===== config.mk =====
export PLATFORM = sky130hd
export DESIGN_NAME = bis_blend
export DESIGN_NICKNAME = d
export VERILOG_FILES = /design/src/bis_pkg.sv /design/src/bis_blend.sv
export SDC_FILE = /design/constraint.sdc
export NUM_CORES = 1
export LEC_CHECK = 0
export CAP_MARGIN = 30
export CORE_ASPECT_RATIO = 2
export CORE_MARGIN = 2
export CORE_UTILIZATION = 66
export DETAILED_ROUTE_END_ITERATION = 10
export DONT_BUFFER_PORTS = 1
export PLACE_DENSITY = 0.88
export SKIP_CTS_REPAIR_TIMING = 1
export SYNTH_ARGS = -nofsm -noshare
export SYNTH_HDL_FRONTEND = slang
export SYNTH_SLANG_ARGS = --single-unit

===== constraint.sdc =====
create_clock -name clock -period 11.8 [get_ports clock]
set_input_delay 0 -clock clock [delete_from_list [all_inputs] [get_ports clock]]
set_output_delay 0 -clock clock [all_outputs]
set_load 0.05 [all_outputs]

===== src/bis_pkg.sv =====
// ----------------------------------------------------------------------------
// bis_pkg
// Shared constants, types and arithmetic helpers for the bilinear scaler.
// ----------------------------------------------------------------------------
package bis_pkg;

   // Frame geometry and fixed-point format
   localparam int MAX_SRC_WIDTH  = 512;
   localparam int MAX_SRC_HEIGHT = 512;
   localparam int FRAC_BITS      = 16;

   // Field widths of the channels
   localparam int COORD_W    = 12;
   localparam int PIX_W      = 8;
   localparam int SIZE_REG_W = 10;
   localparam int STEP_W     = 20;
   localparam int CSR_ADDR_W = 2;
   localparam int CSR_DATA_W = 20;

   // Source index widths (an index reaches MAX - 1 at most)
   localparam int XI_W = $clog2(MAX_SRC_WIDTH);
   localparam int YI_W = $clog2(MAX_SRC_HEIGHT);

   // Effective size width and compare widths
   localparam int SZ_MAX = (MAX_SRC_WIDTH > MAX_SRC_HEIGHT) ? MAX_SRC_WIDTH : MAX_SRC_HEIGHT;
   localparam int SZ_W   = $clog2(SZ_MAX + 1);
   localparam int SZC_W  = ((SZ_W > SIZE_REG_W) ? SZ_W : SIZE_REG_W) + 1;
   localparam int LDC_W  = ((SZ_W > COORD_W) ? SZ_W : COORD_W) + 1;

   // Scaled coordinate: coordinate times step
   localparam int PROD_W = COORD_W + STEP_W;
   localparam int IP_W   = PROD_W - FRAC_BITS;
   localparam int MAG_W  = FRAC_BITS + PIX_W;

   localparam logic [FRAC_BITS-1:0] FRAC_HALF = FRAC_BITS'(1) << (FRAC_BITS - 1);
   localparam logic [PROD_W-1:0]    COORD_ONE = PROD_W'(1) << FRAC_BITS;

   // Frame banks: split by row and column parity so four neighbors read at once
   localparam int BANK_COL_W = XI_W - 1;
   localparam int BANK_ROW_W = YI_W - 1;
   localparam int BANK_AW    = BANK_COL_W + BANK_ROW_W;
   localparam int BANK_DEPTH = 1 << BANK_AW;
   localparam int NUM_BANKS  = 4;

   // Result queue
   localparam int FIFO_DEPTH = 8;
   localparam int FIFO_AW    = $clog2(FIFO_DEPTH);
   localparam int CNT_W      = $clog2(FIFO_DEPTH + 1);

   // Register map
   typedef enum logic [CSR_ADDR_W-1:0] {
      CSR_SRC_WIDTH  = 2'd0,
      CSR_SRC_HEIGHT = 2'd1,
      CSR_STEP_X     = 2'd2,
      CSR_STEP_Y     = 2'd3
   } csr_index_type;

   // Input item payload, first field in the highest bits
   typedef struct packed {
      logic [PIX_W-1:0]   pixel_in;
      logic [COORD_W-1:0] col;
      logic [COORD_W-1:0] row;
   } req_word_type;

   // Result item payload, first field in the highest bits
   typedef struct packed {
      logic [COORD_W-1:0] out_col;
      logic [COORD_W-1:0] out_row;
      logic [PIX_W-1:0]   pixel_out;
   } rsp_word_type;

   // Configuration as seen by the datapath, sizes already clamped
   typedef struct packed {
      logic [STEP_W-1:0] step_x;
      logic [STEP_W-1:0] step_y;
      logic [SZ_W-1:0]   width;
      logic [SZ_W-1:0]   height;
      logic [SZ_W-1:0]   wm1;
      logic [SZ_W-1:0]   wm2;
      logic [SZ_W-1:0]   hm1;
      logic [SZ_W-1:0]   hm2;
   } cfg_type;

   // Coordinate unit to frame store
   typedef struct packed {
      logic                 is_req;
      logic                 load_ok;
      req_word_type         word;
      logic [XI_W-1:0]      xi;
      logic [YI_W-1:0]      yi;
      logic [FRAC_BITS-1:0] fx;
      logic [FRAC_BITS-1:0] fy;
   } frame_req_type;

   // Frame store to blend unit
   typedef struct packed {
      logic                 is_req;
      logic [COORD_W-1:0]   row;
      logic [COORD_W-1:0]   col;
      logic [FRAC_BITS-1:0] fx;
      logic [FRAC_BITS-1:0] fy;
      logic [PIX_W-1:0]     lt;
      logic [PIX_W-1:0]     rt;
      logic [PIX_W-1:0]     lb;
      logic [PIX_W-1:0]     rb;
   } nbr_type;

   // Clamp a size register to [2, maxv]
   function automatic logic [SZ_W-1:0] clamp_size(input logic [SIZE_REG_W-1:0] v,
                                                  input int maxv);
      logic [SZC_W-1:0] ve;
      ve = SZC_W'(v);
      if (ve < SZC_W'(2)) begin
         return SZ_W'(2);
      end else if (ve > SZC_W'(maxv)) begin
         return SZ_W'(maxv);
      end
      return SZ_W'(ve);
   endfunction

   // frac * d / 2^FRAC_BITS, rounded to nearest, ties to even
   function automatic logic signed [9:0] rnd_mul(input logic [FRAC_BITS-1:0] frac,
                                                 input logic signed [9:0] d);
      logic                 neg;
      logic [9:0]           dabs;
      logic [MAG_W-1:0]     mag;
      logic [PIX_W-1:0]     q;
      logic [FRAC_BITS-1:0] r;
      logic [PIX_W:0]       qr;
      logic signed [9:0]    mv;
      neg  = d[9];
      dabs = neg ? 10'(-d) : 10'(d);
      mag  = MAG_W'(dabs[PIX_W-1:0]) * MAG_W'(frac);
      q    = mag[MAG_W-1:FRAC_BITS];
      r    = mag[FRAC_BITS-1:0];
      qr   = {1'b0, q} + (PIX_W+1)'((r > FRAC_HALF) || ((r == FRAC_HALF) && q[0]));
      mv   = 10'(qr);
      return neg ? -mv : mv;
   endfunction

endpackage


===== src/bis_blend.sv =====
// ----------------------------------------------------------------------------
// bis_blend
// Two-stage blend: vertical pair of lerps, then one horizontal lerp.
// Drops loads; emits one result per request.
// ----------------------------------------------------------------------------
module bis_blend (
   input  logic                  clock,
   input  logic                  reset,
   input  logic                  in_vld,
   input  bis_pkg::nbr_type      in_nbr,
   output logic                  out_vld,
   output bis_pkg::rsp_word_type out_word
);

   typedef struct packed {
      logic [bis_pkg::COORD_W-1:0]   row;
      logic [bis_pkg::COORD_W-1:0]   col;
      logic [bis_pkg::FRAC_BITS-1:0] fx;
      logic [bis_pkg::PIX_W-1:0]     m1;
      logic [bis_pkg::PIX_W-1:0]     m2;
   } mid_type;

   mid_type           mid_in, mid_ff;
   logic              vld_in, vld_ff;
   logic signed [9:0] d1, d2, dh, m1_w, m2_w, p_w;

   // Vertical blend of left and right columns
   always_comb begin
      d1   = $signed({2'b00, in_nbr.lb}) - $signed({2'b00, in_nbr.lt});
      d2   = $signed({2'b00, in_nbr.rb}) - $signed({2'b00, in_nbr.rt});
      m1_w = $signed({2'b00, in_nbr.lt}) + bis_pkg::rnd_mul(in_nbr.fy, d1);
      m2_w = $signed({2'b00, in_nbr.rt}) + bis_pkg::rnd_mul(in_nbr.fy, d2);

      mid_in.row = in_nbr.row;
      mid_in.col = in_nbr.col;
      mid_in.fx  = in_nbr.fx;
      mid_in.m1  = m1_w[bis_pkg::PIX_W-1:0];
      mid_in.m2  = m2_w[bis_pkg::PIX_W-1:0];
      vld_in     = in_vld && in_nbr.is_req;
   end

   always_ff @(posedge clock) begin
      if (reset) begin
         vld_ff <= 1'b0;
      end else begin
         vld_ff <= vld_in;
      end
   end

   always_ff @(posedge clock) begin
      mid_ff <= mid_in;
   end

   // Horizontal blend, saturate to a byte
   always_comb begin
      dh  = $signed({2'b00, mid_ff.m2}) - $signed({2'b00, mid_ff.m1});
      p_w = $signed({2'b00, mid_ff.m1}) + bis_pkg::rnd_mul(mid_ff.fx, dh);

      out_word.out_row = mid_ff.row;
      out_word.out_col = mid_ff.col;
      if (p_w < 10'sd0) begin
         out_word.pixel_out = '0;
      end else if (p_w > 10'sd255) begin
         out_word.pixel_out = '1;
      end else begin
         out_word.pixel_out = p_w[bis_pkg::PIX_W-1:0];
      end
   end

   assign out_vld = vld_ff;

endmodule


### Word level (Yosys, flattened, before mapping)

Index checks and enable logic that the tools add are counted.

* add/sub/neg operators: 15
* multiply operators: 3
* $lt $le $gt $ge: 5
* eq/ne operators: 3
* muxes and demuxes: 8
* reductions and logical operators: 7

Operators by type and width (count)
* multiplier 8 x 16 -> 24 bit: 3
* two-way mux 8 bit: 7
* equality test 16 bit (second input constant): 3
* greater-than comparator 16 bit (second input constant): 3
* negator 8 bit: 5
* subtractor 8 x 8 -> 9 bit: 3
* adder 8 x 1 -> 8 bit: 2
* adder 8 bit: 2
* adder 9 x 10 -> 10 bit: 1
* greater-than comparator 10 x 9 -> 1 bit (second input constant): 1
* < comparator 10 x 1 -> 1 bit (second input constant): 1
* two-way mux 10 bit: 1
* negator 9 -> 10 bit: 1
* adder 8 x 1 -> 9 bit: 1
* logical AND 1 bit: 4
* logical OR 1 bit: 3

* flip-flop bits (word level): 57
* input bits: 92
* output and inout port bits: 33

### Depth between registers and ports, before layout

* word-level depth: 14
* depth in mapped cells: 52

### Worst setup path after synthesis

OpenSTA, ideal clock, no wires.

* kind: reg2out
* start point: register mid_ff[0] (netlist name)
* end point: output out_word[6] (netlist name)
* arrival: 10.054 ns
* path slack: 1.746 ns
* stages on the path, launching flop included: 48
* buffers on the path: 2
* cell sequence: dfxtp_1 > inv_1 > ha_1 > inv_1 > fa_1 > a21o_1 > a21oi_1 > o21bai_1 > a21oi_1 > o21bai_1 > a21o_1 > clkbuf_1 > a21oi_1 > xnor2_1 > clkbuf_1 > nand2_1 > fa_1 > fa_1 > [12 not listed] > nor2_1 > ha_1 > and4_1 > or3b_2 > a41o_1 > nand2_1 > nand2_1 > xnor2_1 > ha_1 > inv_1 > a21oi_1 > o21ai_0 > nand2b_1 > a21o_1 > a21oi_1 > xnor2_2 > xnor2_4 > a22oi_1

RTL lines
* start, declared: line bis_blend.sv:23 `mid_type mid_in, mid_ff;`
* start signal, assigned: line bis_blend.sv:51 `mid_ff <= mid_in;`
* end, declared: line bis_blend.sv:12 `output bis_pkg::rsp_word_type out_word`

==> impl_metrics.py <==
metrics = {
    "setup_path": {
        "critPathTopFamily": "adder cells",
        "cp_slowest_cell": "fa_1",
        "arrival_ps": 11080,
        "cp-end-kind": "output pin",
        "crit_buf_inv": 6,
        "cp_common_cell": "a21oi_1",
        "critPathLaunchType": "flip-flop",
        "max_stage_delay_ps": 560,
        "worstPathMaxFanout": 16,
        "crit_type": "flip-flop to output pin",
        "worstPathRequired_ps": 11800,
    },
    "placed_design": {
        "io_buffer_count": 0,
        "gp_congestion": 0.934,
        "dpl.hpwl_microns": 35000,
    },
    "timing": {
        "max_freq_mhz": 90.3,
        "setup_viol": 0,
        "period_minus_slack_ps": 11080,
        "hold_viol_final": 0,
        "worstMarginPinSlew_ps": 921,
        "fin_setup_tns_ps": 0,
        "fin_crit_sh": 0.939,
        "slew_headroom": 0.383,
        "slew_viol_final": 0,
    },
    "cts": {
        "cts_max_path_buffers": 2,
        "cts_buffers": 9,
        "clkTransAtPathRegs_ps": 60,
        "clock_tree.root_cell": "clkbuf_16",
        "cts_max_level": 3,
        "cts_tree": "built",
        "cts_sinks": 57,
    },
    "final_layout": {
        "nFillCells": 1834,
        "register_area_sq_um": 1140,
        "nets": 2542,
        "multi_input_area_sq_um": 14200,
        "syn_to_final_growth_pct": 6.90,
        "drive_above_1_share": 0.0354,
    },
    "status": {
        "status": "finished clean",
    },
    "detailed_routing": {
        "wl_microns": 45800,
        "vias": 14440,
        "vias_per_cell": 6.16,
        "ant_nets": 0,
        "drtIter0Drc": 1025,
        "wire_per_inst_microns": 19.5,
        "firstDrtPassIters": 6,
        "drc_errors": 0,
    },
    "global_route": {
        "grt-ovfl-total": 0,
        "grt.total_usage": 0.349,
        "antenna_found_initial": 3,
        "grt_pass1_wl_microns": 73200,
        "grt_pass1_vias": 15742,
        "grt_max_degree": 19,
    },
    "logic_synthesis": {
        "ys_top_cells_by_area": "fa_1 31%, ha_1 14%, inv_1 7.0%",
        "synth_cells": 1985,
        "avgSynthCellArea_sq_um": 8.49,
        "synth_edf_count": 0,
        "ys_types": 77,
        "synth_area_sq_um": 16900,
        "synth_fp_nets": 2525,
        "synth_top_area_share": 0.306,
        "synthFlopType": "dfxtp_1",
        "synth_area_leader_cell": "fa_1",
        "synthArstFlopShare": 0,
        "ys_warn_count": 0,
        "ys_ff_latch": 57,
        "ys_seq_area_frac": 0.0677,
    },
    "hold_path": {
        "min_to": "mid_ff[3]",
        "hold_depth": 3,
        "hold_path.startpoint": "in_nbr[18]",
        "hold_path.class": "input pin to flip-flop",
    },
    "job": {
        "drv_cap": 0,
    },
    "floorplanning": {
        "rows": 82,
        "die_w_microns": 117,
        "io_pins": 125,
        "start_util": 0.671,
        "dieArea_sq_um": 26900,
        "die_y_microns": 230,
        "core_sq_um": 25100,
    },
}
cells in the mapped netlist (40+ instances only):
master,n
dfxtp_1,57
nor2b_1,95
inv_1,313
a21oi_1,82
and2_1,107
fa_1,258
a21o_1,40
nand2_1,206
nand2b_1,69
clkbuf_1,52
xnor2_1,84
nor2_1,78
xor2_1,42
ha_1,190
metrics by stage:
| stage | hold slack, ps | instances | util | area (sq um) | setup slack, ps |
|---|---|---|---|---|---|
| floorplan | 27.7 | 1985 | - | 16900 | 1750 |
| global placement | 27.8 | 2272 | 0.681 | 17100 | 1580 |
| detailed placement | 27.8 | 2272 | 0.681 | 17100 | 1110 |
| CTS | -333 | 2287 | 0.693 | 17400 | 678 |
| global route | 57.9 | 2344 | 0.717 | 18000 | -63.3 |
| finish | 37.8 | 2345 | 0.717 | 18000 | 723 |
registers in the layout, indices dropped and copies added (netlist names):
signal,flops
out_word,24
mid_ff,32
out_vld,1
routing by layer:
metal  share of wire  wire, microns  GRT usage
met5               0              0          0
met3           0.061           2800     0.0693
met4           0.092           4210      0.282
met1            0.30          13900      0.327
met2            0.54          24900      0.630
area by class of cell:
type	instances	share of cell area
Antenna cell	3	0.000417
Inverter	313	0.0652
Sequential cell	57	0.0633
Tap cell	336	0.0233
Timing Repair Buffer	84	0.0426
Clock inverter	5	0.00312
Clock buffer	10	0.0133
Multi-Input combinational cell	1537	0.789
placed cells by master, fill, tap and decap left out, types with 16 or more instances in the layout:
| cell | synthesis | layout |
|---|---|---|
| o21ai_0 | 38 | 38 |
| nand2_1 | 206 | 206 |
| nor2_1 | 78 | 78 |
| a211oi_1 | 16 | 16 |
| a21o_1 | 40 | 40 |
| dfxtp_1 | 57 | 57 |
| buf_4 | 24 | 29 |
| inv_1 | 313 | 313 |
| nor2b_1 | 95 | 95 |
| and2_1 | 107 | 107 |
| nand3_1 | 18 | 18 |
| xor2_1 | 42 | 41 |
| xnor2_1 | 84 | 79 |
| ha_1 | 190 | 190 |
| o21ai_1 | 22 | 22 |
| a21oi_1 | 82 | 82 |
| o21bai_1 | 20 | 20 |
| fa_1 | 258 | 258 |
| nand2b_1 | 69 | 69 |
| nor3_1 | 22 | 22 |
| dlygate4sd3_1 | 0 | 55 |
worst max path at each step:
stage / to / slack, ps / cells after the start / from
finish: out_word[6] / 720 / 46 / mid_ff[8]
global route: out_word[6] / -60 / 44 / mid_ff[8]
CTS: out_word[6] / 680 / 44 / mid_ff[8]
detailed placement: out_word[6] / 1110 / 44 / mid_ff[8]
global placement: out_word[6] / 1580 / 46 / mid_ff[0]
floorplan: out_word[6] / 1750 / 47 / mid_ff[0]
cells by family (layout without fill, tap and decap cells):
family                     Yosys count  in the layout  synth area share
AOI/OAI and AO/OA                  304            304             0.120
xor gates and xnor gates           128            128            0.0681
adders and majority gates          448            448             0.447
buffers and inverters              391            412            0.0929
DFF                                 57             57            0.0677
muxes                                4              4           0.00245
other                                0              3                 0
and+or+nand+nor                    653            653             0.202
Power is left out: the tool's default activity adds up to more than one toggle a clock period on the data nets, which glitch-free logic cannot reach.
