===== src/bis_pkg.sv =====
// ----------------------------------------------------------------------------
// bis_pkg
// Shared constants, types and arithmetic helpers for the bilinear scaler.
// ----------------------------------------------------------------------------
package bis_pkg;

   // Frame geometry and fixed-point format
   localparam int MAX_SRC_WIDTH  = 512;
   localparam int MAX_SRC_HEIGHT = 512;
   localparam int FRAC_BITS      = 16;

   // Field widths of the channels
   localparam int COORD_W    = 12;
   localparam int PIX_W      = 8;
   localparam int SIZE_REG_W = 10;
   localparam int STEP_W     = 20;
   localparam int CSR_ADDR_W = 2;
   localparam int CSR_DATA_W = 20;

   // Source index widths (an index reaches MAX - 1 at most)
   localparam int XI_W = $clog2(MAX_SRC_WIDTH);
   localparam int YI_W = $clog2(MAX_SRC_HEIGHT);

   // Effective size width and compare widths
   localparam int SZ_MAX = (MAX_SRC_WIDTH > MAX_SRC_HEIGHT) ? MAX_SRC_WIDTH : MAX_SRC_HEIGHT;
   localparam int SZ_W   = $clog2(SZ_MAX + 1);
   localparam int SZC_W  = ((SZ_W > SIZE_REG_W) ? SZ_W : SIZE_REG_W) + 1;
   localparam int LDC_W  = ((SZ_W > COORD_W) ? SZ_W : COORD_W) + 1;

   // Scaled coordinate: coordinate times step
   localparam int PROD_W = COORD_W + STEP_W;
   localparam int IP_W   = PROD_W - FRAC_BITS;
   localparam int MAG_W  = FRAC_BITS + PIX_W;

   localparam logic [FRAC_BITS-1:0] FRAC_HALF = FRAC_BITS'(1) << (FRAC_BITS - 1);
   localparam logic [PROD_W-1:0]    COORD_ONE = PROD_W'(1) << FRAC_BITS;

   // Frame banks: split by row and column parity so four neighbors read at once
   localparam int BANK_COL_W = XI_W - 1;
   localparam int BANK_ROW_W = YI_W - 1;
   localparam int BANK_AW    = BANK_COL_W + BANK_ROW_W;
   localparam int BANK_DEPTH = 1 << BANK_AW;
   localparam int NUM_BANKS  = 4;

   // Result queue
   localparam int FIFO_DEPTH = 8;
   localparam int FIFO_AW    = $clog2(FIFO_DEPTH);
   localparam int CNT_W      = $clog2(FIFO_DEPTH + 1);

   // Register map
   typedef enum logic [CSR_ADDR_W-1:0] {
      CSR_SRC_WIDTH  = 2'd0,
      CSR_SRC_HEIGHT = 2'd1,
      CSR_STEP_X     = 2'd2,
      CSR_STEP_Y     = 2'd3
   } csr_index_type;

   // Input item payload, first field in the highest bits
   typedef struct packed {
      logic [PIX_W-1:0]   pixel_in;
      logic [COORD_W-1:0] col;
      logic [COORD_W-1:0] row;
   } req_word_type;

   // Result item payload, first field in the highest bits
   typedef struct packed {
      logic [COORD_W-1:0] out_col;
      logic [COORD_W-1:0] out_row;
      logic [PIX_W-1:0]   pixel_out;
   } rsp_word_type;

   // Configuration as seen by the datapath, sizes already clamped
   typedef struct packed {
      logic [STEP_W-1:0] step_x;
      logic [STEP_W-1:0] step_y;
      logic [SZ_W-1:0]   width;
      logic [SZ_W-1:0]   height;
      logic [SZ_W-1:0]   wm1;
      logic [SZ_W-1:0]   wm2;
      logic [SZ_W-1:0]   hm1;
      logic [SZ_W-1:0]   hm2;
   } cfg_type;

   // Coordinate unit to frame store
   typedef struct packed {
      logic                 is_req;
      logic                 load_ok;
      req_word_type         word;
      logic [XI_W-1:0]      xi;
      logic [YI_W-1:0]      yi;
      logic [FRAC_BITS-1:0] fx;
      logic [FRAC_BITS-1:0] fy;
   } frame_req_type;

   // Frame store to blend unit
   typedef struct packed {
      logic                 is_req;
      logic [COORD_W-1:0]   row;
      logic [COORD_W-1:0]   col;
      logic [FRAC_BITS-1:0] fx;
      logic [FRAC_BITS-1:0] fy;
      logic [PIX_W-1:0]     lt;
      logic [PIX_W-1:0]     rt;
      logic [PIX_W-1:0]     lb;
      logic [PIX_W-1:0]     rb;
   } nbr_type;

   // Clamp a size register to [2, maxv]
   function automatic logic [SZ_W-1:0] clamp_size(input logic [SIZE_REG_W-1:0] v,
                                                  input int maxv);
      logic [SZC_W-1:0] ve;
      ve = SZC_W'(v);
      if (ve < SZC_W'(2)) begin
         return SZ_W'(2);
      end else if (ve > SZC_W'(maxv)) begin
         return SZ_W'(maxv);
      end
      return SZ_W'(ve);
   endfunction

   // frac * d / 2^FRAC_BITS, rounded to nearest, ties to even
   function automatic logic signed [9:0] rnd_mul(input logic [FRAC_BITS-1:0] frac,
                                                 input logic signed [9:0] d);
      logic                 neg;
      logic [9:0]           dabs;
      logic [MAG_W-1:0]     mag;
      logic [PIX_W-1:0]     q;
      logic [FRAC_BITS-1:0] r;
      logic [PIX_W:0]       qr;
      logic signed [9:0]    mv;
      neg  = d[9];
      dabs = neg ? 10'(-d) : 10'(d);
      mag  = MAG_W'(dabs[PIX_W-1:0]) * MAG_W'(frac);
      q    = mag[MAG_W-1:FRAC_BITS];
      r    = mag[FRAC_BITS-1:0];
      qr   = {1'b0, q} + (PIX_W+1)'((r > FRAC_HALF) || ((r == FRAC_HALF) && q[0]));
      mv   = 10'(qr);
      return neg ? -mv : mv;
   endfunction

endpackage


===== src/bis_coord.sv =====
// ----------------------------------------------------------------------------
// bis_coord
// Maps a destination pixel into the source grid: scale, step back at the
// edge, clamp. Three stages; loads ride along to keep item order.
// ----------------------------------------------------------------------------
module bis_coord (
   input  logic                   clock,
   input  logic                   reset,
   input  logic                   in_vld,
   input  logic                   in_kind,
   input  bis_pkg::req_word_type  in_word,
   input  bis_pkg::cfg_type       cfg,
   output logic                   out_vld,
   output bis_pkg::frame_req_type out_req
);

   typedef struct packed {
      logic                  kind;
      bis_pkg::req_word_type word;
   } s1_type;

   typedef struct packed {
      logic                        kind;
      logic                        load_ok;
      bis_pkg::req_word_type       word;
      logic [bis_pkg::PROD_W-1:0]  sx;
      logic [bis_pkg::PROD_W-1:0]  sy;
   } s2_type;

   s1_type s1_in, s1_ff;
   s2_type s2_in, s2_ff, s3_in, s3_ff;
   logic   s1_vld_ff, s2_vld_ff, s3_vld_ff;

   logic [bis_pkg::PROD_W-1:0] last_x, last_y;
   logic [bis_pkg::IP_W-1:0]   ip_x, ip_y;
   logic                       clamp_x, clamp_y;

   // Stage 1: capture the item
   always_comb begin
      s1_in.kind = in_kind;
      s1_in.word = in_word;
   end

   // Stage 2: scale both coordinates, check load bounds
   always_comb begin
      s2_in.kind    = s1_ff.kind;
      s2_in.word    = s1_ff.word;
      s2_in.load_ok = (bis_pkg::LDC_W'(s1_ff.word.col) < bis_pkg::LDC_W'(cfg.width)) &&
                      (bis_pkg::LDC_W'(s1_ff.word.row) < bis_pkg::LDC_W'(cfg.height));
      s2_in.sx      = bis_pkg::PROD_W'(s1_ff.word.col) * bis_pkg::PROD_W'(cfg.step_x);
      s2_in.sy      = bis_pkg::PROD_W'(s1_ff.word.row) * bis_pkg::PROD_W'(cfg.step_y);
   end

   // Stage 3: step back one unit at or past the last column or row
   always_comb begin
      last_x = bis_pkg::PROD_W'(cfg.wm1) << bis_pkg::FRAC_BITS;
      last_y = bis_pkg::PROD_W'(cfg.hm1) << bis_pkg::FRAC_BITS;
      s3_in  = s2_ff;
      if (s2_ff.sx >= last_x) begin
         s3_in.sx = s2_ff.sx - bis_pkg::COORD_ONE;
      end
      if (s2_ff.sy >= last_y) begin
         s3_in.sy = s2_ff.sy - bis_pkg::COORD_ONE;
      end
   end

   // Pipeline registers
   always_ff @(posedge clock) begin
      if (reset) begin
         s1_vld_ff <= 1'b0;
         s2_vld_ff <= 1'b0;
         s3_vld_ff <= 1'b0;
      end else begin
         s1_vld_ff <= in_vld;
         s2_vld_ff <= s1_vld_ff;
         s3_vld_ff <= s2_vld_ff;
      end
   end

   always_ff @(posedge clock) begin
      s1_ff <= s1_in;
      s2_ff <= s2_in;
      s3_ff <= s3_in;
   end

   // Clamp an integer part that is still beyond the last pair
   always_comb begin
      ip_x    = s3_ff.sx[bis_pkg::PROD_W-1:bis_pkg::FRAC_BITS];
      ip_y    = s3_ff.sy[bis_pkg::PROD_W-1:bis_pkg::FRAC_BITS];
      clamp_x = ip_x > bis_pkg::IP_W'(cfg.wm2);
      clamp_y = ip_y > bis_pkg::IP_W'(cfg.hm2);

      out_req.is_req  = s3_ff.kind;
      out_req.load_ok = s3_ff.load_ok;
      out_req.word    = s3_ff.word;
      out_req.xi      = clamp_x ? bis_pkg::XI_W'(cfg.wm2) : ip_x[bis_pkg::XI_W-1:0];
      out_req.yi      = clamp_y ? bis_pkg::YI_W'(cfg.hm2) : ip_y[bis_pkg::YI_W-1:0];
      out_req.fx      = clamp_x ? '1 : s3_ff.sx[bis_pkg::FRAC_BITS-1:0];
      out_req.fy      = clamp_y ? '1 : s3_ff.sy[bis_pkg::FRAC_BITS-1:0];
   end

   assign out_vld = s3_vld_ff;

endmodule


===== config.mk =====
export PLATFORM = sky130hd
export DESIGN_NAME = bis_coord
export DESIGN_NICKNAME = d
export VERILOG_FILES = /design/src/bis_pkg.sv /design/src/bis_coord.sv
export SDC_FILE = /design/constraint.sdc
export NUM_CORES = 1
export LEC_CHECK = 0
export ABC_AREA = 1
export BUFFER_PORTS_ARGS = -buffer_cell sky130_fd_sc_hd__buf_4
export CAP_MARGIN = 40
export CORE_MARGIN = 2
export CORE_UTILIZATION = 35
export DETAILED_ROUTE_END_ITERATION = 8
export PLACE_DENSITY = 0.49
export SYNTH_ARGS = -nofsm -noshare
export SYNTH_HDL_FRONTEND = slang
export SYNTH_SLANG_ARGS = --single-unit
export TNS_END_PERCENT = 20

===== constraint.sdc =====
create_clock -name clock -period 5.5 [get_ports clock]
set_clock_uncertainty 0.05 [all_clocks]
set_input_delay 0.825 -clock clock [delete_from_list [all_inputs] [get_ports clock]]
set_output_delay 0.825 -clock clock [all_outputs]
set_load 0.05 [all_outputs]

=== After elaboration in Yosys (flattened, before gate mapping) ===
Index checks and enable logic that the tools add are counted.

* $add $sub $neg: 2
* $mul: 2
* $lt $le $gt $ge: 6
* Multiplexer cells: 6
* Reductions and logical operators: 1

{| class="wikitable"
|+ Operators with widths
! kind !! number
|-
| greater-or-equal comparator 32 x 26 -> 1 bit || 2
|-
| multiplier 12 x 20 -> 32 bit || 2
|-
| 2-to-1 mux 32 bit || 2
|-
| subtractor 32 x 17 -> 32 bit, second input constant || 2
|-
| greater-than comparator 16 x 10 -> 1 bit || 2
|-
| 2-to-1 mux 16 bit || 2
|-
| < comparator 12 x 10 -> 1 bit || 2
|-
| 2-to-1 mux 9 bit || 2
|-
| logical AND 1 bit || 1
|}

* Register bits: 232
* Input bits: 136
* Output and inout bits: 85

=== Depth between registers and ports, before layout ===
* Word-level depth: 2
* Depth in mapped cells: 23
* Mapped depth without buffers: 22

=== Worst setup path before layout ===
OpenSTA, ideal clock, no wires.

* Path type: input-to-reg
* Start point: input port cfg[88] (netlist name)
* End point: register s2_ff[61] (netlist name)
* Library setup time: 0.112 ns
* Data arrival time: 4.844 ns
* Required time: 5.338 ns
* Slack: 0.494 ns
* Stages on the path: 19
* Buffers on the path: 1
* Cells stage by stage: clkbuf_1 nand2_1 fa_1 fa_1 inv_1 fa_1 fa_1 inv_1 fa_1 inv_1 ha_1 nand2_1 inv_2 a21oi_1 nand3_1 nand3_1 nand2_1 nand2_1 nand2_1

{| class="wikitable"
|+ RTL lines
! what !! line !! RTL
|-
| start: declaration || bis_coord.sv:12 || <nowiki>input bis_pkg::cfg_type cfg,</nowiki>
|-
| end signal: assignment || bis_coord.sv:82 || <nowiki>s2_ff <= s2_in;</nowiki>
|-
| end: declaration || bis_coord.sv:31 || <nowiki>s2_type s2_in, s2_ff, s3_in, s3_ff;</nowiki>
|}

==> metrics.cfg <==
[logic_synthesis]
synth-seq-area-share_pct=18.7
avgSynthCellArea_sq_um=7.53
ys_top_cells_by_count=nand2_1, inv_1, fa_1
syn_area_sq_um=24800
synth_area_leaders=fa_1, dfxtp_1, nand2_1
synth_nets=3992
synth.distinct_cells=33
synth_top_area_cell=fa_1
synthArstFlopShare_pct=0
synth-edff-count=0
synth_top_cell_area_share_pct=29.1
ys_ff_latch=232
synth_flop_cell=dfxtp_1
synth_cells=3296
post-synth-top-count-cell=nand2_1
ys.warnings.count=0

[place]
dpl.cell_count=4359
dp_hpwl_um=52100
place_ws_ns=0.0656
io_buffer_count=220
place.gp.congestion=0.869

[sta]
relSlewSlack_pct=44.0
setup_viol=0
period_share_pct=92.6
hold_viol=0
final.setup.tns_ns=0
rsz0062_at_grt=false
fin_crit_ns=5.09
slew_viol_final=0
fmax_ghz=0.196
setup_ws_ns=0.405
holdWs_ns=0.269
worst_pin_slew_ns=0.839

[setup_path]
cp-startpoint=s1_ff[7]
rrSetupSlack_ns=0.41
crit_path_end=s2_ff[22]
path_class=reg2reg
reg2reg_from=s1_ff[7]
crit_required_ns=5.93
path_max_fanout=10
reg2reg_to=s2_ff[22]
end_kind=register
crit_path_start_kind=register
ff2ff_path_depth=19
arrival_ns=5.52

[global_routing]
grt_pass1_vias=20100
grt_pass1_wl_um=106000
grt_antenna_before_repair=1
grt_overflow=0
grt_max_degree=26
grtUsageTotal_pct=17.7

[floorplanning]
num_rows=97
start_util_pct=35.4
ioPinCount=221
design.core.area_sq_um=70100
die_area_sq_um=73000
die_w_um=270
die_y_um=270

[clock_network]
cts_max_level=1
cts_tree=built
cts.sinks=232
clock_latency_ns=0.58
numCtsBuffers=28
clk_path_buf_depth=3
cts-root-buf=clkbuf_16
clkTransAtPathRegs_ns=0.06

[hold_path]
worstHoldPathCells=0
hold_path.class=reg2reg
min-delay-start=s1_ff[29]

[cells_and_area]
num-fill-cells=7517
fin_cells=4411
drive_above_1_share_pct=11.1
fin_nets=4145
register_area_sq_um=4650
multi_input_area_sq_um=16200
areaGrowthSynthToFinish_pct=14.2

[route]
drt_iter0_drc=928
num_vias=19200
wl_um=62200
detail_route.vias_per_cell=4.36
drc=0
ant_nets=0
routedWlPerCell_um=14.1
drt_first_pass_iters=5

[power]
p_leak_nw=16.2
peakVddDrop_mv=0.360
powerDensity_nw_per_um2=619

[flow_run]
max_cap_viol_count=0

[status]
status=completed

worst min-delay path by stage:
stage | to
CTS | s1_ff[1]
global placement | s2_ff[91]
floorplan | out_req[50]
detailed placement | out_req[67]
finish | s2_ff[93]
global route | s1_ff[13]
registers in the layout, summed over array words and instances, names as in the netlist:
name	cells
s1_ff	33
s1_vld_ff	1
ip_x	16
out_vld	1
s3_ff	32
s2_ff	98
ip_y	16
out_req	34
s2_vld_ff	1
layout make-up:
cell class / instances / share of cell area (%)
tap: 940 / 4.15
inverter: 867 / 11.5
multi-input combinational: 2063 / 57.3
antenna: 1 / 0.00884
timing repair buffer: 257 / 6.95
clock buffer: 32 / 2.63
sequential: 232 / 16.4
clock inverter: 19 / 1.07
layer usage:
metal	global-route usage (%)	vias to the layer above	share of wire, %	wire length, um
li1	-	9765	-	-
met1	27.1	9011	53	32900
met2	25.8	406	40	24800
met3	3.00	59	5.4	3340
met4	3.75	0	1.9	1190
met5	0	-	0	0
report_power, final:
part	internal (mW)	leakage, nW	switching, mW	total (mW)
combinational	4.51	13.8	8.29	12.8
sequential	2.32	1.95	0.364	2.69
clock	1.27	0.497	0.787	2.05
total	8.10	16.2	9.44	17.5
cells by family (layout without fill, tap and decap cells):
logic type      Yosys count  in the layout  synth area share (%)
compound gates           94             94                  2.11
xor+xnor                 55             55                  1.97
simple gates           1354           1354                  22.2
buf+inv                1001           1175                  15.9
flops                   232            232                  18.7
other cells               0              1                     0
fa+ha+maj               560            560                  39.1
through the flow:
| step | utilization, % | total power [mW] | instance area, sq um |
|---|---|---|---|
| floorplan | - | 12.0 | 24800 |
| global placement | 38.9 | 15.5 | 27300 |
| detailed placement | 38.9 | 15.5 | 27300 |
| CTS | 40.4 | 17.6 | 28300 |
| global route | 40.4 | 19.8 | 28300 |
| finish | 40.4 | 17.5 | 28300 |
timing repair:
| item | CTS | global route |
|---|---|---|
| buffers inserted | 0 | 0 |
| endpoints found under the setup margin | 0 | 4 |
| resized for setup | 0 | 3 |
| hold buffers | 0 | 0 |
layout by cell type (no fill, tap or decap), types with 3 or more instances in the layout:
cell type / netlist / layout
dfxtp_2: 0 / 3
ha_1: 200 / 200
buf_12: 1 / 3
nand3_2: 5 / 5
o21ai_0: 11 / 11
nand2_1: 1018 / 1018
clkinv_4: 0 / 6
inv_2: 30 / 30
dfxtp_1: 232 / 229
o21bai_1: 13 / 13
a21oi_1: 62 / 62
o21a_1: 3 / 3
nand3_1: 93 / 93
inv_1: 834 / 834
nand2_2: 17 / 17
xor2_1: 34 / 34
fa_1: 360 / 360
clkinv_1: 3 / 3
clkbuf_16: 0 / 28
nand4_1: 46 / 46
nor2_1: 142 / 142
clkinvlp_4: 0 / 4
nor3_1: 7 / 7
nor2_4: 3 / 3
bufinv_16: 0 / 6
xnor2_1: 20 / 20
a21o_1: 4 / 4
nor2_2: 16 / 16
clkbuf_8: 0 / 3
buf_4: 37 / 254
worst max-delay path, cell delays in order (launching register included):
cell and delay (ns):
dfxtp_1 0.61, buf_4 0.25, nand2_1 0.08, fa_1 0.50
inv_1 0.05, fa_1 0.56, fa_1 0.43, fa_1 0.49
inv_1 0.05, fa_1 0.47, inv_1 0.04, ha_1 0.33
nand2_1 0.15, inv_2 0.04, a21oi_1 0.29, nand3_1 0.26
nand3_1 0.18, nand2_1 0.07, nand2_1 0.05, nand2_1 0.04
Note: power is estimated with default switching activity, not from simulation.
