--- src/bis_pkg.sv ---
// ----------------------------------------------------------------------------
// bis_pkg
// Shared constants, types and arithmetic helpers for the bilinear scaler.
// ----------------------------------------------------------------------------
package bis_pkg;

   // Frame geometry and fixed-point format
   localparam int MAX_SRC_WIDTH  = 512;
   localparam int MAX_SRC_HEIGHT = 512;
   localparam int FRAC_BITS      = 16;

   // Field widths of the channels
   localparam int COORD_W    = 12;
   localparam int PIX_W      = 8;
   localparam int SIZE_REG_W = 10;
   localparam int STEP_W     = 20;
   localparam int CSR_ADDR_W = 2;
   localparam int CSR_DATA_W = 20;

   // Source index widths (an index reaches MAX - 1 at most)
   localparam int XI_W = $clog2(MAX_SRC_WIDTH);
   localparam int YI_W = $clog2(MAX_SRC_HEIGHT);

   // Effective size width and compare widths
   localparam int SZ_MAX = (MAX_SRC_WIDTH > MAX_SRC_HEIGHT) ? MAX_SRC_WIDTH : MAX_SRC_HEIGHT;
   localparam int SZ_W   = $clog2(SZ_MAX + 1);
   localparam int SZC_W  = ((SZ_W > SIZE_REG_W) ? SZ_W : SIZE_REG_W) + 1;
   localparam int LDC_W  = ((SZ_W > COORD_W) ? SZ_W : COORD_W) + 1;

   // Scaled coordinate: coordinate times step
   localparam int PROD_W = COORD_W + STEP_W;
   localparam int IP_W   = PROD_W - FRAC_BITS;
   localparam int MAG_W  = FRAC_BITS + PIX_W;

   localparam logic [FRAC_BITS-1:0] FRAC_HALF = FRAC_BITS'(1) << (FRAC_BITS - 1);
   localparam logic [PROD_W-1:0]    COORD_ONE = PROD_W'(1) << FRAC_BITS;

   // Frame banks: split by row and column parity so four neighbors read at once
   localparam int BANK_COL_W = XI_W - 1;
   localparam int BANK_ROW_W = YI_W - 1;
   localparam int BANK_AW    = BANK_COL_W + BANK_ROW_W;
   localparam int BANK_DEPTH = 1 << BANK_AW;
   localparam int NUM_BANKS  = 4;

   // Result queue
   localparam int FIFO_DEPTH = 8;
   localparam int FIFO_AW    = $clog2(FIFO_DEPTH);
   localparam int CNT_W      = $clog2(FIFO_DEPTH + 1);

   // Register map
   typedef enum logic [CSR_ADDR_W-1:0] {
      CSR_SRC_WIDTH  = 2'd0,
      CSR_SRC_HEIGHT = 2'd1,
      CSR_STEP_X     = 2'd2,
      CSR_STEP_Y     = 2'd3
   } csr_index_type;

   // Input item payload, first field in the highest bits
   typedef struct packed {
      logic [PIX_W-1:0]   pixel_in;
      logic [COORD_W-1:0] col;
      logic [COORD_W-1:0] row;
   } req_word_type;

   // Result item payload, first field in the highest bits
   typedef struct packed {
      logic [COORD_W-1:0] out_col;
      logic [COORD_W-1:0] out_row;
      logic [PIX_W-1:0]   pixel_out;
   } rsp_word_type;

   // Configuration as seen by the datapath, sizes already clamped
   typedef struct packed {
      logic [STEP_W-1:0] step_x;
      logic [STEP_W-1:0] step_y;
      logic [SZ_W-1:0]   width;
      logic [SZ_W-1:0]   height;
      logic [SZ_W-1:0]   wm1;
      logic [SZ_W-1:0]   wm2;
      logic [SZ_W-1:0]   hm1;
      logic [SZ_W-1:0]   hm2;
   } cfg_type;

   // Coordinate unit to frame store
   typedef struct packed {
      logic                 is_req;
      logic                 load_ok;
      req_word_type         word;
      logic [XI_W-1:0]      xi;
      logic [YI_W-1:0]      yi;
      logic [FRAC_BITS-1:0] fx;
      logic [FRAC_BITS-1:0] fy;
   } frame_req_type;

   // Frame store to blend unit
   typedef struct packed {
      logic                 is_req;
      logic [COORD_W-1:0]   row;
      logic [COORD_W-1:0]   col;
      logic [FRAC_BITS-1:0] fx;
      logic [FRAC_BITS-1:0] fy;
      logic [PIX_W-1:0]     lt;
      logic [PIX_W-1:0]     rt;
      logic [PIX_W-1:0]     lb;
      logic [PIX_W-1:0]     rb;
   } nbr_type;

   // Clamp a size register to [2, maxv]
   function automatic logic [SZ_W-1:0] clamp_size(input logic [SIZE_REG_W-1:0] v,
                                                  input int maxv);
      logic [SZC_W-1:0] ve;
      ve = SZC_W'(v);
      if (ve < SZC_W'(2)) begin
         return SZ_W'(2);
      end else if (ve > SZC_W'(maxv)) begin
         return SZ_W'(maxv);
      end
      return SZ_W'(ve);
   endfunction

   // frac * d / 2^FRAC_BITS, rounded to nearest, ties to even
   function automatic logic signed [9:0] rnd_mul(input logic [FRAC_BITS-1:0] frac,
                                                 input logic signed [9:0] d);
      logic                 neg;
      logic [9:0]           dabs;
      logic [MAG_W-1:0]     mag;
      logic [PIX_W-1:0]     q;
      logic [FRAC_BITS-1:0] r;
      logic [PIX_W:0]       qr;
      logic signed [9:0]    mv;
      neg  = d[9];
      dabs = neg ? 10'(-d) : 10'(d);
      mag  = MAG_W'(dabs[PIX_W-1:0]) * MAG_W'(frac);
      q    = mag[MAG_W-1:FRAC_BITS];
      r    = mag[FRAC_BITS-1:0];
      qr   = {1'b0, q} + (PIX_W+1)'((r > FRAC_HALF) || ((r == FRAC_HALF) && q[0]));
      mv   = 10'(qr);
      return neg ? -mv : mv;
   endfunction

endpackage

--- src/bis_fifo.sv ---
// ----------------------------------------------------------------------------
// bis_fifo
// Result queue between the blend pipeline and the result channel.
// The caller never writes it when full.
// ----------------------------------------------------------------------------
module bis_fifo (
   input  logic                  clock,
   input  logic                  reset,
   input  logic                  wr_en,
   input  bis_pkg::rsp_word_type wr_data,
   input  logic                  rd_en,
   output logic                  not_empty,
   output bis_pkg::rsp_word_type rd_data
);

   bis_pkg::rsp_word_type       mem_ff [bis_pkg::FIFO_DEPTH];
   logic [bis_pkg::FIFO_AW-1:0] wr_ptr_in, wr_ptr_ff, rd_ptr_in, rd_ptr_ff;
   logic [bis_pkg::CNT_W-1:0]   count_in, count_ff;

   // Advance pointers and fill count
   always_comb begin
      wr_ptr_in = wr_en ? wr_ptr_ff + 1'b1 : wr_ptr_ff;
      rd_ptr_in = rd_en ? rd_ptr_ff + 1'b1 : rd_ptr_ff;
      count_in  = count_ff;
      case ({wr_en, rd_en})
         2'b10:   count_in = count_ff + 1'b1;
         2'b01:   count_in = count_ff - 1'b1;
         default: count_in = count_ff;
      endcase
   end

   always_ff @(posedge clock) begin
      if (reset) begin
         wr_ptr_ff <= '0;
         rd_ptr_ff <= '0;
         count_ff  <= '0;
      end else begin
         wr_ptr_ff <= wr_ptr_in;
         rd_ptr_ff <= rd_ptr_in;
         count_ff  <= count_in;
      end
   end

   always_ff @(posedge clock) begin
      if (wr_en) begin
         mem_ff[wr_ptr_ff] <= wr_data;
      end
   end

   assign not_empty = (count_ff != '0);
   assign rd_data   = mem_ff[rd_ptr_ff];

endmodule

--- config.mk ---
export PLATFORM = sky130hd
export DESIGN_NAME = bis_fifo
export DESIGN_NICKNAME = d
export VERILOG_FILES = /design/src/bis_pkg.sv /design/src/bis_fifo.sv
export SDC_FILE = /design/constraint.sdc
export NUM_CORES = 1
export LEC_CHECK = 0
export BUFFER_PORTS_ARGS = -buffer_cell sky130_fd_sc_hd__buf_2
export CORE_ASPECT_RATIO = 0.6
export CORE_MARGIN = 10
export CORE_UTILIZATION = 55
export DETAILED_ROUTE_END_ITERATION = 16
export HOLD_SLACK_MARGIN = 0.06
export PLACE_DENSITY_LB_ADDON = 0.12
export SLEW_MARGIN = 10
export SYNTH_ARGS = -nofsm -noshare
export SYNTH_HDL_FRONTEND = slang
export SYNTH_SLANG_ARGS = --single-unit
--- constraint.sdc ---
create_clock -name clock -period 3.65 [get_ports clock]
set_input_delay 0.5475 -clock clock [delete_from_list [all_inputs] [get_ports clock]]
set_output_delay 0.5475 -clock clock [all_outputs]
set_load 0.02 [all_outputs]
Word-level counts from Yosys, hierarchy flattened. Memory sizes are Yosys's and may differ from the RTL's. A register that Yosys moved wholly into a read port is not among the register bits. Index checks and enable logic that the tools add are counted.

Bits in registers: 10. Bits in latches: 0. RAM bits: 256. ROM bits: 0. Bits of input ports: 36. Logic and storage cells: 17. Memories: 1.

Memory list: mem_ff (depth 8, width 32, rd ports 1, clocked after memory_dff 1, wr ports 1, RTL line bis_fifo.sv:16) `bis_pkg::rsp_word_type mem_ff [bis_pkg::FIFO_DEPTH];`.

$add $sub $neg: 4. Multiply operators: 0. Divide/modulo/power cells: 0. Order comparisons: 0. Equal/unequal tests: 2. Shift operators: 0. Mux-type cells: 5. Bitwise logic cells: 0. Reductions and logical operators: 2.

Operator list (count): $pmux W4 S2 (1); $add A3 B1 Y3 const B (2); $mux W3 (2); $add A4 B1 Y4 const B (1); $reduce_bool A4 Y1 (1); $sub A4 B1 Y4 const B (1); $eq A2 B1 Y1 const B (1); $eq A2 B2 Y1 const B (1); $mux W1 (2); $reduce_bool A2 Y1 (1).

Depth between registers and ports, before layout. Gate-level depths: netlist of run 1.

Depth in word-level cells: 3. Depth in mapped cells: 8. Mapped depth without buffers: 8.

Least setup slack after synthesis of run 1. No wires, ideal clock.

Path type: in2reg. Start point: input wr_en. End point: memory mem_ff[0][0] in the netlist's numbering, enable pin. Setup time: 0.461 ns. Arrival time: 2.848 ns. Slack: 0.341 ns. Cell stages on the path: 2. Buffers on the path: 0. Path through: nand2b_1 -> nor3_1.

Word-level cells in the longest chain between the ends: 2.

RTL lines: start: declaration (RTL line bis_fifo.sv:9) `input logic wr_en,`; $mux W1 (RTL line bis_fifo.sv:45) `if (wr_en) begin`; $mux W1 (not written as such) (RTL line bis_fifo.sv:46) `mem_ff[wr_ptr_ff] <= wr_data;`; end: declaration (RTL line bis_fifo.sv:16).

Every way passes these cells.

==> flow_metrics.tcl, run 1 <==
set metrics [dict create \
    status "finished clean" \
    finalWirelength_um 19000 \
    clkPwrFrac_pct 38.4 \
    tightest_slew_ns 1.03 \
    synthXorXnorAreaFrac_pct 0.590 \
    finalClockSkew_ns 0.0133 \
    firstDrtPassIters 5 \
    ctsHoldBuffers 0 \
    p_switching_mw 1.40 \
    syn-num-nets 480 \
    crit_type "register to primary output" \
    post_cts_buffers 0 \
    hold_slack_ns 0.310 \
    drt.antenna.violating_nets 0 \
    synth_cell_types 26 \
    start_util_pct 56.8 \
    rr_worst_depth 3 \
    layout_commonest_cell "edfxtp_1" \
    hold_start "wr_data[3]" \
    portBuffers 68 \
    fin_crit_sh_pct 86.1 \
    grt_max_degree 65 \
    reg2reg_slack_ns 1.82 \
    ys_warn_count 0 \
    cts.clk_slew.worst_paths_ns 0.07 \
    path_max_fanout 29 \
    dpl_cell_area_um2 11100 \
    yosys.area_share.adder_pct 0.602 \
    grt_pass1_vias 4918 \
    dp_hpwl_um 10700 \
    cts_root_buf "clkbuf_16" \
    whs_path_depth 1 \
    cts.sinks 269 \
    synth_cells 439 \
    clock_latency_ns 0.50 \
    syn_area_um2 10400 \
    timing.hold.worst_endpoint "mem_ff[0][3]" \
    grt-ovfl-total 0 \
    synth_mux_area_share_pct 19.3 \
    p_int_mw 5.26 \
    avgRoutedWirePerCell_um 24.2 \
    die_w_um 197 \
    htreeDepth 1 \
    rsz0062_at_grt "no" \
    setup_viol 0 \
    cts_buffers 24 \
    drc 0 \
    reg2reg_from "wr_ptr_ff[2]" \
    synth_compound_area_share_pct 0.313 \
    drtIter0Drc 334 \
    synth_area_per_cell_um2 23.7 \
    cap_viol_max_count 0 \
    finalMaxSlewViolations 0 \
    swShare_pct 21.0 \
    cts.path.max_buffers 3 \
    rows 38 \
    viasPerCell 5.87 \
    synth_top_area_share_pct 74.0 \
    worstPathRequired_ns 3.10 \
    final_net_count 568 \
    cp-end-kind "primary output" \
    io-pin-count 69 \
    period_minus_slack_ns 3.14 \
    r2r_end "mem_ff[4][22]" \
    drive_gt1_share_pct 34.0 \
    fin_setup_tns_ns 0 \
    leakagePower_nw 3.95 \
    max_freq_mhz 318 \
    grt_usage_pct 15.5 \
    synth_area_leaders "edfxtp_1 74%, mux4_1 10%, mux4_2 5.2%, mux2_2 3.7%, dfxtp_1 2.5%" \
    globalplace.congestion 0.677 \
    dp_slack_ns 0.997 \
    final_core_util_pct 65.1 \
    power_density_nw_per_um2 559 \
    final_cell_mix "256 x edfxtp_1, 68 x buf_2, 40 x mux4_1" \
    worst_slack_ns 0.507 \
    die-area_um2 25000 \
    synth_top_family_by_area "multiplexers" \
    coreArea_um2 18300 \
    postLayoutCellArea_um2 11900 \
    finalHoldViolCount 0 \
    cts_tree "built" \
    syn_to_final_growth_pct 14.7 \
    yosysTopAreaCell "edfxtp_1" \
    cp-start-kind "register" \
    peakVddDrop_uv 425 \
    synth-seq-cells 269 \
    cp.arrival_ns 2.60 \
    dp_cells 741 \
    finalPower_mw 6.66 \
    ys_seq_area_share_pct 76.5 \
    fin_cells 786 \
    grt_pass1_wl_um 29600 \
    vias 4616 \
    combPwrFrac_pct 8.8 \
    min_path_type "input pin to register" \
    synth-simple-area-share_pct 1.36 \
    antenna_found_initial 4 \
    seqPwrFrac_pct 52.8 \
    cts_resized 0 \
    slew_headroom_pct 31.0 \
    die_y_um 126 \
]
-- synth_stat cells --
master    instances
edfxtp_1        256
mux4_1           40
mux2_2           34
mux4_2           24
nor2_1           16
dfxtp_1          13
buf_6             7
buf_2             6
ha_1              5
nand2_1           5
xor2_1            5
buf_1             4
clkbuf_1          3
mux2i_1           3
nand2b_1          3
nor3_1            3
a21oi_1           2
xnor2_1           2
a41oi_1           1
inv_1             1
nor2b_1           1
nor4b_1           1
o21ai_0           1
o41ai_1           1
or3_1             1
or4_1             1
-- cell families (layout without fill, tap and decap cells) --
kind of cell             Yosys count  after routing
multiplexers                     101            101
adder cells (fa/ha/maj)            5              5
buffers and inverters             21            126
AO/OA/AOI/OAI                      5              5
XOR/XNOR                           7              7
other                              0              2
AND/OR/NAND/NOR                   31             31
flip-flops                       269            269
-- routing by layer --
layer / part of all wire, % / vias up / routed length [um] / global-route usage, %
li1: - / 2058 / - / -
met1: 45 / 2414 / 8610 / 21.6
met2: 47 / 116 / 8960 / 24.5
met3: 6.2 / 24 / 1180 / 4.01
met4: 1.3 / 4 / 251 / 2.75
met5: 0.13 / - / 24 / 0
-- critical path: stages, from the launching register on --
cell and delay [ns]:
dfxtp_4 0.70, buf_4 0.35, mux4_1 0.57, mux2_2 0.27, buf_2 0.16
-- sequential cells by signal, summed over array words and instances (netlist names), named ones only --
| signal | cells |
|---|---|
| mem_ff | 256 |
| count_ff | 4 |
| wr_ptr_ff | 3 |
| rd_ptr_ff | 3 |
-- power by group through the flow --
| stage | Clock [mW] | Sequential (mW) | Combinational (mW) |
|---|---|---|---|
| 2_1_floorplan | 0 | 3.56 | 0.415 |
| 6_report | 2.56 | 3.52 | 0.587 |
| 3_3_place_gp | 0 | 3.58 | 0.586 |
| 5_1_grt | 2.75 | 3.52 | 0.635 |
| 3_5_place_dp | 0 | 3.58 | 0.596 |
| 4_1_cts | 2.61 | 3.52 | 0.600 |
-- cell type report --
class | instances | area (um^2)
timing repair buffer | 82 | 495
clock buffer | 28 | 637
tap | 240 | 300
antenna | 2 | 5.00
fill | 1195 | 6380
sequential | 269 | 7950
inverter | 1 | 3.75
multi-input combinational | 149 | 2360
clock inverter | 15 | 168
-- worst max path at each step --
| stage | startpoint | to | slack [ns] |
|---|---|---|---|
| after floorplan | wr_en | mem_ff[0][0] | 0.34 |
| after global placement | register | rd_data[18] | 1.00 |
| after detailed placement | register | rd_data[18] | 1.0 |
| after CTS | register | rd_data[18] | 0.45 |
| after global routing | register | rd_data[20] | 0.36 |
| final | register | rd_data[20] | 0.51 |
(Power assumes the default switching activity.)
==> run 2: changes to the inputs <==
CORE_UTILIZATION = 30   (was 55)
HOLD_SLACK_MARGIN = 0.12   (was 0.06)
==> flow_metrics.tcl, run 2 (synthesized netlist as in run 1, its figures left out) <==
set metrics [dict create \
    globalplace.congestion 0.652 \
    final_core_util_pct 36.2 \
    syn_to_final_growth_pct 18.3 \
    tightest_slew_ns 0.741 \
    setup_viol 0 \
    min_path_type "input pin to register" \
    cts_resized 0 \
    cts.sinks 269 \
    rsz0062_at_grt "no" \
    critPathSlowestCell "dfxtp_4" \
    portBuffers 68 \
    cts_buffers 28 \
    finalClockSkew_ns 0.0123 \
    die-area_um2 42700 \
    cts.path.max_buffers 3 \
    swShare_pct 22.4 \
    viasPerCell 4.60 \
    htreeDepth 1 \
    period_minus_slack_ns 3.23 \
    r2r_end "mem_ff[7][5]" \
    clock_latency_ns 0.54 \
    clkPwrFrac_pct 39.1 \
    critPathMaxStageDelay_ns 0.68 \
    drt.antenna.violating_nets 0 \
    coreArea_um2 34000 \
    grt_usage_pct 10.8 \
    status "finished clean" \
    finalWirelength_um 22700 \
    finalMaxSlewViolations 0 \
    seqPwrFrac_pct 52.1 \
    drtIter0Drc 213 \
    grt_pass1_vias 5148 \
    p_int_mw 5.25 \
    antenna_found_initial 4 \
    hold_start "wr_data[23]" \
    grt-ovfl-total 0 \
    cp-start-kind "register" \
    path_max_fanout 27 \
    cp_cell_sequence "buf_4 -> mux4_1 -> mux2_2 -> buf_2" \
    whs_path_depth 1 \
    layout_commonest_cell "edfxtp_1" \
    grt_pass1_wl_um 34200 \
    power_density_nw_per_um2 551 \
    rr_worst_depth 3 \
    drc 0 \
    leakagePower_nw 3.98 \
    vias 4667 \
    grt_max_degree 40 \
    start_util_pct 30.6 \
    fin_setup_tns_ns 0 \
    worstPathRequired_ns 3.10 \
    die_w_um 260 \
    crit_type "register to primary output" \
    firstDrtPassIters 4 \
    combPwrFrac_pct 8.8 \
    crit_buf_inv 2 \
    die_y_um 164 \
    fin_crit_sh_pct 88.5 \
    reg2reg_slack_ns 1.76 \
    largestRegisters "mem_ff (256), count_ff (4)" \
    final_net_count 574 \
    slew_headroom_pct 50.5 \
    cts_tree "built" \
    reg2reg_from "wr_ptr_ff[0]" \
    peakVddDrop_uv 307 \
    post_cts_buffers 0 \
    drive_gt1_share_pct 34.2 \
    critPathTopFamily "multiplexers" \
    timing.hold.worst_endpoint "mem_ff[3][23]" \
    largest_reg_flops 256 \
    p_switching_mw 1.51 \
    fillers 3146 \
    cts_root_buf "clkbuf_16" \
    cp-end-kind "primary output" \
    io-pin-count 69 \
    cp.arrival_ns 2.68 \
    rows 52 \
    avgRoutedWirePerCell_um 22.3 \
    ctsHoldBuffers 0 \
    dp_hpwl_um 13000 \
    cap_viol_max_count 0 \
    final_cell_mix "256 x edfxtp_1, 68 x buf_2, 40 x mux4_1" \
    cts.clk_slew.worst_paths_ns 0.06 \
    max_flop_register "mem_ff" \
    max_freq_mhz 309 \
    finalHoldViolCount 0 \
]
-- run 2: cell count changes in the layout (fill, tap and decap cells not counted), moves of 2 or more --
cell        change
clkinv_1        +3
bufinv_16       -3
clkinvlp_4      +2
buf_12          +2
clkbuf_16       +4
clkbuf_1        +3
-- run 2: worst register-to-register path, delay by kind of cell (launching register included) --
kind	cells	cell delay [ns]
flops	1	0.48
simple gates	2	0.82
buf+inv	1	0.28
-- run 2: how the worst max path moves through the flow --
stage	to	slack [ns]	from	depth (start not counted)
final	rd_data[26]	0.42	register	4
after detailed placement	rd_data[31]	0.94	register	4
after global routing	rd_data[31]	0.25	register	4
after CTS	rd_data[31]	0.34	register	4
after global placement	rd_data[31]	0.97	register	4
after floorplan	mem_ff[0][0]	0.34	wr_en	2
-- run 2: layer usage --
metal | GRT usage [%] | part of all wire [%]
met1 | 13.9 | 43
met2 | 18.1 | 49
met5 | 0 | 0.12
met4 | 2.13 | 1.6
met3 | 2.99 | 5.8
-- run 2: final cells by class --
type	count	area [um^2]	area share, %
Sequential cell	269	7960	64.8
Multi-Input combinational cell	149	2360	19.2
Antenna cell	1	2.50	0.0204
Timing Repair Buffer	84	536	4.36
Clock inverter	17	108	0.876
Clock buffer	35	748	6.09
Inverter	1	3.75	0.0306
Tap cell	459	574	4.67
-- run 2: stage by stage --
| stage | hold WS [ns] | area, um^2 | cells | setup slack (ns) | total power, mW |
|---|---|---|---|---|---|
| floorplan | 0.485 | 10400 | 439 | 0.341 | 3.97 |
| CTS | 0.236 | 12300 | 1014 | 0.338 | 6.90 |
| finish | 0.267 | 12300 | 1015 | 0.418 | 6.77 |
| detailed placement | 0.525 | 11400 | 962 | 0.937 | 4.21 |
| global route | 0.254 | 12300 | 1014 | 0.253 | 7.09 |
| global placement | 0.511 | 11400 | 962 | 0.966 | 4.20 |
-- run 2: power by group through the flow --
| stage | clock network (mW) | logic, mW | registers (mW) |
|---|---|---|---|
| floorplan | 0 | 0.415 | 3.56 |
| global placement | 0 | 0.605 | 3.59 |
| detailed placement | 0 | 0.613 | 3.60 |
| CTS | 2.75 | 0.615 | 3.53 |
| global route | 2.90 | 0.649 | 3.54 |
| finish | 2.65 | 0.594 | 3.53 |
